File: config.mk
export PLATFORM = sky130hd
export DESIGN_NAME = key_debounce_short_long_press_core
export DESIGN_NICKNAME = d
export VERILOG_FILES = /design/src/hw/rtl/kdslp_pkg.sv /design/src/hw/rtl/kdslp_lane.sv /design/src/hw/rtl/kdslp_merge.sv /design/src/hw/rtl/key_debounce_short_long_press_core.sv
export SDC_FILE = /design/constraint.sdc
export NUM_CORES = 1
export LEC_CHECK = 0
export BUFFER_PORTS_ARGS = -buffer_cell sky130_fd_sc_hd__buf_2
export CORE_ASPECT_RATIO = 0.75
export CORE_MARGIN = 3
export CORE_UTILIZATION = 60
export DETAILED_ROUTE_END_ITERATION = 10
export PLACE_DENSITY = 0.77
export SYNTH_ARGS = -nofsm -noshare
export SYNTH_HDL_FRONTEND = slang
export SYNTH_SLANG_ARGS = --single-unit
File: constraint.sdc
create_clock -name i_clk -period 7 [get_ports i_clk]
set_input_delay 0.35 -clock i_clk [delete_from_list [all_inputs] [get_ports i_clk]]
set_output_delay 0.35 -clock i_clk [all_outputs]
set_load 0.02 [all_outputs]
File: src/hw/rtl/kdslp_pkg.sv
// Shared types, constants and helpers for the key debounce / press classifier.
package kdslp_pkg;

    localparam int KEY_COUNT  = 4;
    localparam int CNT_W      = 8;
    localparam int CODE_W     = 4;
    localparam int CFG_IDX_W  = 2;

    localparam logic [CNT_W-1:0] SAT_MAX = 8'hfe;

    // Configuration register indexes
    localparam logic [CFG_IDX_W-1:0] CFG_PRESS_DEBOUNCE   = 2'd0;
    localparam logic [CFG_IDX_W-1:0] CFG_RELEASE_DEBOUNCE = 2'd1;
    localparam logic [CFG_IDX_W-1:0] CFG_SHORT_TICKS      = 2'd2;
    localparam logic [CFG_IDX_W-1:0] CFG_LONG_TICKS       = 2'd3;

    localparam logic [CNT_W-1:0] RST_PRESS_DEBOUNCE   = 8'd3;
    localparam logic [CNT_W-1:0] RST_RELEASE_DEBOUNCE = 8'd3;
    localparam logic [CNT_W-1:0] RST_SHORT_TICKS      = 8'd5;
    localparam logic [CNT_W-1:0] RST_LONG_TICKS       = 8'd100;

    localparam logic [CODE_W-1:0] EVT_NONE = 4'd0;

    typedef struct packed {
        logic [CNT_W-1:0] press_debounce;
        logic [CNT_W-1:0] release_debounce;
        logic [CNT_W-1:0] short_ticks;
        logic [CNT_W-1:0] long_ticks;
    } t_cfg;

    // What one lane reports for the current item
    typedef struct packed {
        logic fire;       // release confirmed with a reportable duration
        logic long_press; // duration at or above the long threshold
        logic pressed;    // debounced state after this item
    } t_lane_res;

    function automatic logic [CNT_W-1:0] sat_inc(input logic [CNT_W-1:0] v);
        return (v >= SAT_MAX) ? SAT_MAX : v + 8'd1;
    endfunction

endpackage

File: src/hw/rtl/kdslp_lane.sv
// One key's debounce counters, debounced state and press-duration tracker.
module kdslp_lane (
    input  logic                   i_clk,
    input  logic                   i_rst_n,
    input  logic                   i_accept,
    input  logic                   i_level,
    input  kdslp_pkg::t_cfg        i_cfg,
    output kdslp_pkg::t_lane_res   o_res
);

    logic [kdslp_pkg::CNT_W-1:0] r_press_cnt,   n_press_cnt;
    logic [kdslp_pkg::CNT_W-1:0] r_release_cnt, n_release_cnt;
    logic [kdslp_pkg::CNT_W-1:0] r_duration,    n_duration;
    logic                        r_pressed,     n_pressed;
    logic                        w_fire;
    logic                        w_long;

    always_comb begin
        n_press_cnt   = r_press_cnt;
        n_release_cnt = r_release_cnt;
        n_duration    = r_duration;
        n_pressed     = r_pressed;
        w_fire        = 1'b0;
        w_long        = 1'b0;
        if (!i_level) begin
            n_release_cnt = '0;
            n_press_cnt   = kdslp_pkg::sat_inc(r_press_cnt);
            if (n_press_cnt > i_cfg.press_debounce) begin
                n_pressed  = 1'b1;
                n_duration = kdslp_pkg::sat_inc(r_duration);
            end
        end else begin
            n_press_cnt   = '0;
            n_release_cnt = kdslp_pkg::sat_inc(r_release_cnt);
            if (n_release_cnt > i_cfg.release_debounce) begin
                n_pressed  = 1'b0;
                // a zero short threshold acts as one
                w_fire     = (r_duration != '0) && (r_duration >= i_cfg.short_ticks);
                w_long     = r_duration >= i_cfg.long_ticks;
                n_duration = '0;
            end
        end
    end

    always_ff @(posedge i_clk) begin
        if (!i_rst_n) begin
            r_press_cnt   <= '0;
            r_release_cnt <= '0;
            r_duration    <= '0;
            r_pressed     <= 1'b0;
        end else if (i_accept) begin
            r_press_cnt   <= n_press_cnt;
            r_release_cnt <= n_release_cnt;
            r_duration    <= n_duration;
            r_pressed     <= n_pressed;
        end
    end

    assign o_res.fire       = w_fire;
    assign o_res.long_press = w_long;
    assign o_res.pressed    = n_pressed;

endmodule

File: src/hw/rtl/kdslp_merge.sv
// Merges lane results into one event code and mask, held in the output register.
module kdslp_merge (
    input  logic                                           i_clk,
    input  logic                                           i_rst_n,
    input  logic                                           i_accept,
    input  kdslp_pkg::t_lane_res [kdslp_pkg::KEY_COUNT-1:0] i_res,
    input  logic                                           i_ready,
    output logic                                           o_valid,
    output logic [kdslp_pkg::CODE_W-1:0]                   o_event_code,
    output logic [kdslp_pkg::KEY_COUNT-1:0]                o_debounced_mask
);

    logic                               r_valid, n_valid;
    logic [kdslp_pkg::CODE_W-1:0]       r_code,  n_code;
    logic [kdslp_pkg::KEY_COUNT-1:0]    r_mask,  n_mask;

    // ascending scan: the highest firing key overwrites the rest
    always_comb begin
        n_code = kdslp_pkg::EVT_NONE;
        for (int k = 0; k < kdslp_pkg::KEY_COUNT; k++) begin
            n_mask[k] = i_res[k].pressed;
            if (i_res[k].fire) begin
                n_code = kdslp_pkg::CODE_W'(2 * k + 1 + int'(i_res[k].long_press));
            end
        end
    end

    always_comb begin
        n_valid = r_valid;
        if (i_accept) begin
            n_valid = 1'b1;
        end else if (i_ready) begin
            n_valid = 1'b0;
        end
    end

    always_ff @(posedge i_clk) begin
        if (!i_rst_n) begin
            r_valid <= 1'b0;
        end else begin
            r_valid <= n_valid;
        end
    end

    always_ff @(posedge i_clk) begin
        if (i_accept) begin
            r_code <= n_code;
            r_mask <= n_mask;
        end
    end

    assign o_valid          = r_valid;
    assign o_event_code     = r_code;
    assign o_debounced_mask = r_mask;

endmodule

File: src/hw/rtl/key_debounce_short_long_press_core.sv
// Top level: config registers, per-key lanes and the result merge stage.
//
//  channel | signals                              | accepted when
//  --------+--------------------------------------+---------------------------
//  in      | i_valid, o_ready, i_key_levels       | i_valid & o_ready
//  out     | o_valid, i_ready, o_event_code,      | o_valid & i_ready
//          | o_debounced_mask                     |
//  cfg     | i_cfg_we, i_cfg_index, i_cfg_data    | i_cfg_we
//
// One item per cycle: every key lane updates its counters in the cycle the
// item is accepted, and the merged result appears in the output register on
// the next cycle. The output register frees as it is read, so
// o_ready only drops while a result is held and i_ready is low.
// Synchronous active-low reset clears all key state and loads the register
// defaults 3, 3, 5 and 100.
module key_debounce_short_long_press_core (
    input  logic                                i_clk,
    input  logic                                i_rst_n,
    input  logic                                i_valid,
    output logic                                o_ready,
    input  logic [kdslp_pkg::KEY_COUNT-1:0]     i_key_levels,
    output logic                                o_valid,
    input  logic                                i_ready,
    output logic [kdslp_pkg::CODE_W-1:0]        o_event_code,
    output logic [kdslp_pkg::KEY_COUNT-1:0]     o_debounced_mask,
    input  logic                                i_cfg_we,
    input  logic [kdslp_pkg::CFG_IDX_W-1:0]     i_cfg_index,
    input  logic [kdslp_pkg::CNT_W-1:0]         i_cfg_data
);

    kdslp_pkg::t_cfg                                 r_cfg;
    kdslp_pkg::t_lane_res [kdslp_pkg::KEY_COUNT-1:0] w_res;
    logic                                            w_accept;
    logic [kdslp_pkg::CODE_W-1:0]                    w_evt_idx;

    always_ff @(posedge i_clk) begin
        if (!i_rst_n) begin
            r_cfg.press_debounce   <= kdslp_pkg::RST_PRESS_DEBOUNCE;
            r_cfg.release_debounce <= kdslp_pkg::RST_RELEASE_DEBOUNCE;
            r_cfg.short_ticks      <= kdslp_pkg::RST_SHORT_TICKS;
            r_cfg.long_ticks       <= kdslp_pkg::RST_LONG_TICKS;
        end else if (i_cfg_we) begin
            case (i_cfg_index)
                kdslp_pkg::CFG_PRESS_DEBOUNCE:   r_cfg.press_debounce   <= i_cfg_data;
                kdslp_pkg::CFG_RELEASE_DEBOUNCE: r_cfg.release_debounce <= i_cfg_data;
                kdslp_pkg::CFG_SHORT_TICKS:      r_cfg.short_ticks      <= i_cfg_data;
                kdslp_pkg::CFG_LONG_TICKS:       r_cfg.long_ticks       <= i_cfg_data;
                default: ;
            endcase
        end
    end

    assign o_ready  = !o_valid || i_ready;
    assign w_accept = i_valid && o_ready;

    for (genvar g = 0; g < kdslp_pkg::KEY_COUNT; g++) begin : g_lane
        kdslp_lane u_lane (
            .i_clk    (i_clk),
            .i_rst_n  (i_rst_n),
            .i_accept (w_accept),
            .i_level  (i_key_levels[g]),
            .i_cfg    (r_cfg),
            .o_res    (w_res[g])
        );
    end

    kdslp_merge u_merge (
        .i_clk            (i_clk),
        .i_rst_n          (i_rst_n),
        .i_accept         (w_accept),
        .i_res            (w_res),
        .i_ready          (i_ready),
        .o_valid          (o_valid),
        .o_event_code     (o_event_code),
        .o_debounced_mask (o_debounced_mask)
    );

    // key index behind a non-zero event code
    assign w_evt_idx = (o_event_code - 4'd1) >> 1;

    a_accept_gives_result : assert property (@(posedge i_clk) disable iff (!i_rst_n)
        w_accept |=> o_valid)
        else $error("accepted item produced no result");

    a_code_in_range : assert property (@(posedge i_clk) disable iff (!i_rst_n)
        o_valid |-> (o_event_code <= 4'(2 * kdslp_pkg::KEY_COUNT)))
        else $error("event code out of range");

    a_event_key_released : assert property (@(posedge i_clk) disable iff (!i_rst_n)
        (o_valid && (o_event_code != kdslp_pkg::EVT_NONE))
            |-> !o_debounced_mask[w_evt_idx[1:0]])
        else $error("event reported for a key still debounced as pressed");

endmodule

### After elaboration in Yosys (flattened, before gate mapping)

Index checks and enable logic that the tools add are counted.
Widths: inputs -> output; s select.

* register bits: 141
* input port bits: 19
* word-level logic and storage cells: 165

* add/sub/neg operators: 16
* magnitude comparators: 28
* equal/unequal tests: 7
* mux-type cells: 66
* reductions and logical operators: 25

Operator list (number)
* $mux 8: 32
* $add 8x1->8 const B: 12
* $ge 8x8->1 const B: 12
* $ge 8x8->1: 8
* $gt 8x8->1: 8
* $reduce_bool 8->1: 4
* $mux 1: 30
* $mux 4: 4
* $reduce_and 3->1: 4
* $reduce_bool 2->1: 5
* $add 3x1->4 const A: 2
* $ne 2x1->1 const B: 4
* $reduce_and 2->1: 4
* $logic_and 1x1->1: 5
* $eq 2x2->1 const B: 2
* $add 2x1->3 const A: 1
* $add 1x1->2 const A: 1
* $eq 2x1->1 const B: 1
* $logic_not 2->1: 1
* $logic_not 1->1: 1
* $logic_or 1x1->1: 1

### Depth between registers and ports, before layout

* word-level depth: 10
* depth in mapped cells: 14
* gate-level depth less buffers: 13

### Modules after synthesis

From an unflattened synthesis, not the netlist that was laid out.

* cell total of the unflattened synthesis: 1354
* area, all modules: 10879.2 sq um

By module, submodules not included
* kdslp_lane at g_lane[1].u_lane ...: times used 2, cells each 306, area each 2318.5 sq um
* kdslp_lane at g_lane[3].u_lane: times used 1, cells each 298, area each 2337.2 sq um
* kdslp_lane at g_lane[0].u_lane: times used 1, cells each 295, area each 2284.7 sq um
* key_debounce_short_long_press_core: times used 1, cells each 127, area each 1270.0 sq um
* kdslp_merge: times used 1, cells each 22, area each 350.3 sq um

### Least setup slack after synthesis

Ideal clock, no wire load.

* path kind: reg-to-reg
* start: reg g_lane[0].u_lane.r_press_cnt[0] (netlist bit)
* end: reg g_lane[0].u_lane.r_duration[6] (netlist bit)
* arrival: 2.865 ns
* setup slack: 4.016 ns
* cell stages (with the launch flop): 14
* buffers on the path: 1
* clock period less this slack: 2.984 ns
* cell sequence: dfxtp_1 inv_1 ha_1 o2111ai_1 nand2_1 ha_1 a21o_1 a221o_1 a221oi_2 or3_4 a21o_4 buf_8 nor2_2 o221a_1

* word-level cells in the longest chain between the ends: 5

Ends and longest elaborated chain
* from (decl): line kdslp_lane.sv:11 `logic [kdslp_pkg::CNT_W-1:0] r_press_cnt, n_press_cnt;`
* from (signal assigned): line kdslp_lane.sv:52 `r_press_cnt <= n_press_cnt;`
* $add 8x1->8 / $ge 8x8->1 (equally long branches): line kdslp_pkg.sv:39 `return (v >= SAT_MAX) ? SAT_MAX : v + 8'd1;`
* $mux 8 (*): line kdslp_pkg.sv:39
* $gt 8x8->1 (*): line kdslp_lane.sv:28 `if (n_press_cnt > i_cfg.press_debounce) begin`
* $reduce_bool 2->1 (no source line) (*)
* $reduce_and 3->1 (no source line) (*)
* to (signal assigned): line kdslp_lane.sv:54 `r_duration <= n_duration;`
* to (decl): line kdslp_lane.sv:13 `logic [kdslp_pkg::CNT_W-1:0] r_duration, n_duration;`

Every way passes the cells marked *; elsewhere a longest branch is shown, timed or not.
A chain may end at the register's enable or synchronous reset.

### Final worst setup path

* start: reg g_lane[3].u_lane.r_release_cnt[0] (netlist bit)
* end: reg u_merge.r_code, in the netlist u_merge.o_event_code[1] (data pin)

* word-level cells in the longest chain between the ends: 7

Ends and longest elaborated chain
* from (decl): line kdslp_lane.sv:12 `logic [kdslp_pkg::CNT_W-1:0] r_release_cnt, n_release_cnt;`
* from (signal assigned): line kdslp_lane.sv:53 `r_release_cnt <= n_release_cnt;`
* $add 8x1->8 / $ge 8x8->1 (equally long branches): line kdslp_pkg.sv:39
* $mux 8 (*): line kdslp_pkg.sv:39
* $gt 8x8->1 (*): line kdslp_lane.sv:35 `if (n_release_cnt > i_cfg.release_debounce) begin`
* $mux 1: line kdslp_lane.sv:35
* $mux 1: line kdslp_lane.sv:25 `if (!i_level) begin`
* $add 3x1->4: line kdslp_merge.sv:23 `n_code = kdslp_pkg::CODE_W'(2 * k + 1 + int'(i_res[k].long_press));`
* $mux 4 (*): line kdslp_merge.sv:22 `if (i_res[k].fire) begin`
* via u_merge.n_code (one bit): line kdslp_merge.sv:14 `logic [kdslp_pkg::CODE_W-1:0] r_code, n_code;`
* to (signal assigned): line kdslp_merge.sv:47 `r_code <= n_code;`
* to (decl): line kdslp_merge.sv:14

The timed path passes the listed nets; every way through them passes the cells marked *.

==> qor.txt <==
synthesis-stage register bit count = 141
Psw = 0.5431 mW
Static Leak = 4.852 nW
hold buffers post-CTS = 0
I/O pins = 29
status = finished clean
worst vdd ir = 0.0001733 V
clock skew = 0.009073 ns
PwrDens = 182.0 nW/µm²
largest net degree at the start of global routing = 63
Yosys top cell by area = dfxtp_1
gpl congestion = 0.8923
Num CTS Buffers = 17
clk slew on worst S/H paths = 0.06 ns
worst skew pair latency = 0.43 ns
Worst Tran Pin Value = 1.031 ns
Die H = 116.3 µm
grt total ovfl = 0
final setup fails = 0
Synth Flop Type = dfxtp_1
Total Nets Final = 1369
# port buffers = 28
Die W = 153.0 µm
die area = 17800 µm²
Cells after Synth = 1181
routed wire length = 24780 µm
Crit Path Category = reg -> reg
RSZ-0062 raised after global routing = false
ANT cells = 0
Worst Path Required = 7.15 ns
Final Hold Viols = 0
clock sink count = 141
WL per Instance = 17.55 µm
max_slew headroom = 0.3063
Seq/Total Area, Yosys = 0.2984
Final min period = 3.703 ns
Pre-antenna DRT Iters = 5
Syn Std Cell Area = 9729 µm²
drt via density = 6.184
Final period util = 0.5290
Core Rows = 39
number of flops mapped to enable cells by yosys = 8
most frequent cells after synthesis = ha_1, nor2_1, nand2_1, dfxtp_1, inv_1
post-CTS setup repair buffer count = 0
layout cell share with drive strength beyond 1 = 0.07788
core area = 15570 µm²
clock share of power = 0.461
Vias = 8732
Peak Freq = 270.0 MHz
CTS tree = yes
Reg power frac = 0.436
max-cap violation count = 0
cells resized by post-CTS repair = 0
final slew viol count = 0
Starting Density = 0.6250
area delta synth->final = 8.655%
Netlist cell types = 64
initial antenna violation count = 1
total power = 1.924 mW
Routed Antenna Nets = 0
syn nets = 1356
setup TNS = 0 ns
asr flop ratio synth = 0
Synth top area share = 0.2737
Clk Tree Root Cell = clkbuf_16
htree depth = 4
Comb pwr share = 0.103
post-synthesis area per instance = 8.238 µm²
element type at the critical path end = register
Arrival @ worst endpoint = 3.86 ns
internal power = 1.381 mW
top post-synthesis cells by area = dfxtp_1, ha_1, nor2_1, nand2_1, a22oi_1
count leader, synth = ha_1
CTS Buffer Depth = 2
GRT Resource Usage Total = 0.2800
startpoint types = register
drt drc = 0
global-route wire length before repair = 40530 µm
YS warnings = 0
DP Wirelength = 17860 µm
Sw Ratio = 0.2823
worst hold path type = in -> reg
worst-path fanout max = 10
DRT iter0 DRCs = 737
vias in the first global route = 7980
## stage by stage
| step | hold WS (ns) | std cells | util | instance area (µm²) | setup WS [ns] |
|---|---|---|---|---|---|
| after floorplan | 0.4363 | 1181 | - | 9729 | 4.016 |
| after global placement | 0.4425 | 1380 | 0.6425 | 10000 | 3.538 |
| after detailed placement | 0.4463 | 1380 | 0.6425 | 10000 | 3.367 |
| after CTS | 0.1820 | 1412 | 0.6791 | 10570 | 3.329 |
| after global routing | 0.1848 | 1412 | 0.6791 | 10570 | 3.020 |
| final | 0.1927 | 1412 | 0.6791 | 10570 | 3.297 |
## placed cells by master (no fill, tap or decap), types with 18 or more instances in the layout
master and n:
ha_1 156, nor2_1 142, nand2_1 134, dfxtp_1 133
inv_1 74, a21oi_1 67, a22oi_1 61, nand3_1 48
o21ai_0 45, buf_2 28, nand4_1 24, a21o_1 24
xnor2_1 21, xor2_1 18, clkbuf_16 18
## layout make-up
cell class	count	area, µm²
multi-input combinational	926	6382
fill	1266	4995
sequential	141	2903
clock buffer	18	450.4
inverter	75	281.5
tap	205	256.5
timing repair buffer	33	177.7
clock inverter	14	120.1
## state kept, by name, indices dropped and copies added (netlist names)
name	flops
g_lane.u_lane.r_duration	32
g_lane.u_lane.r_release_cnt	32
u_merge.o_event_code	4
u_merge.o_debounced_mask	4
g_lane.u_lane.r_press_cnt	32
u_merge.o_valid	1
g_lane.u_lane.r_pressed	4
r_cfg	32
## worst max-delay path, cell delays in order (launching register included)
cell and delay [ns]:
dfxtp_1 0.40, inv_1 0.11, ha_1 0.21, o2111ai_1 0.63, o21ai_0 0.28, ha_1 0.35, o21ai_0 0.17, nor2_1 0.07
o31ai_1 0.49, nor3_1 0.20, a211oi_1 0.36, a221oi_1 0.15
## cells by family (layout without fill, tap and decap cells)
| logic type | after synthesis | in the layout | synth area share |
|---|---|---|---|
| simple gates | 416 | 416 | 0.1910 |
| compound gates | 306 | 306 | 0.2200 |
| fa+ha+maj | 156 | 156 | 0.2006 |
| flops | 141 | 141 | 0.2984 |
| buf+inv | 114 | 140 | 0.04565 |
| xor+xnor | 39 | 39 | 0.03511 |
| mux | 9 | 9 | 0.009260 |
## metal layers
| metal | wire, µm | vias to the layer above | global-route usage |
|---|---|---|---|
| li1 | - | 4313 | - |
| met4 | 446 | 2 | 0.09199 |
| met5 | 18 | - | 0 |
| met1 | 12340 | 4100 | 0.4077 |
| met3 | 1623 | 35 | 0.04519 |
| met2 | 10350 | 282 | 0.4264 |
## final timing paths
kind / slack (ns) / startpoint / to / cells after the start
max reg2reg: 3.30 / g_lane[3].u_lane.r_release_cnt[0]$_SDFFE_PN0P_ / u_merge.o_event_code[1]$_DFFE_PP_ / 11
min reg2reg: 0.45 / r_cfg[13]$_SDFFE_PN0P_ / r_cfg[13]$_SDFFE_PN0P_ / 2
min: 0.19 / i_cfg_data[0] / r_cfg[8]$_SDFFE_PN1P_ / 3
max: 3.30 / g_lane[3].u_lane.r_release_cnt[0]$_SDFFE_PN0P_ / u_merge.o_event_code[1]$_DFFE_PP_ / 11
## power groups by stage
| stage | sequential, mW | clock, mW | combinational (mW) |
|---|---|---|---|
| final | 0.838 | 0.887 | 0.199 |
| after global routing | 0.840 | 0.930 | 0.222 |
| after CTS | 0.838 | 0.898 | 0.196 |
| after detailed placement | 0.856 | 0 | 0.195 |
| after global placement | 0.855 | 0 | 0.190 |
| after floorplan | 0.857 | 0 | 0.134 |
Note: power is estimated with default switching activity, not from simulation.
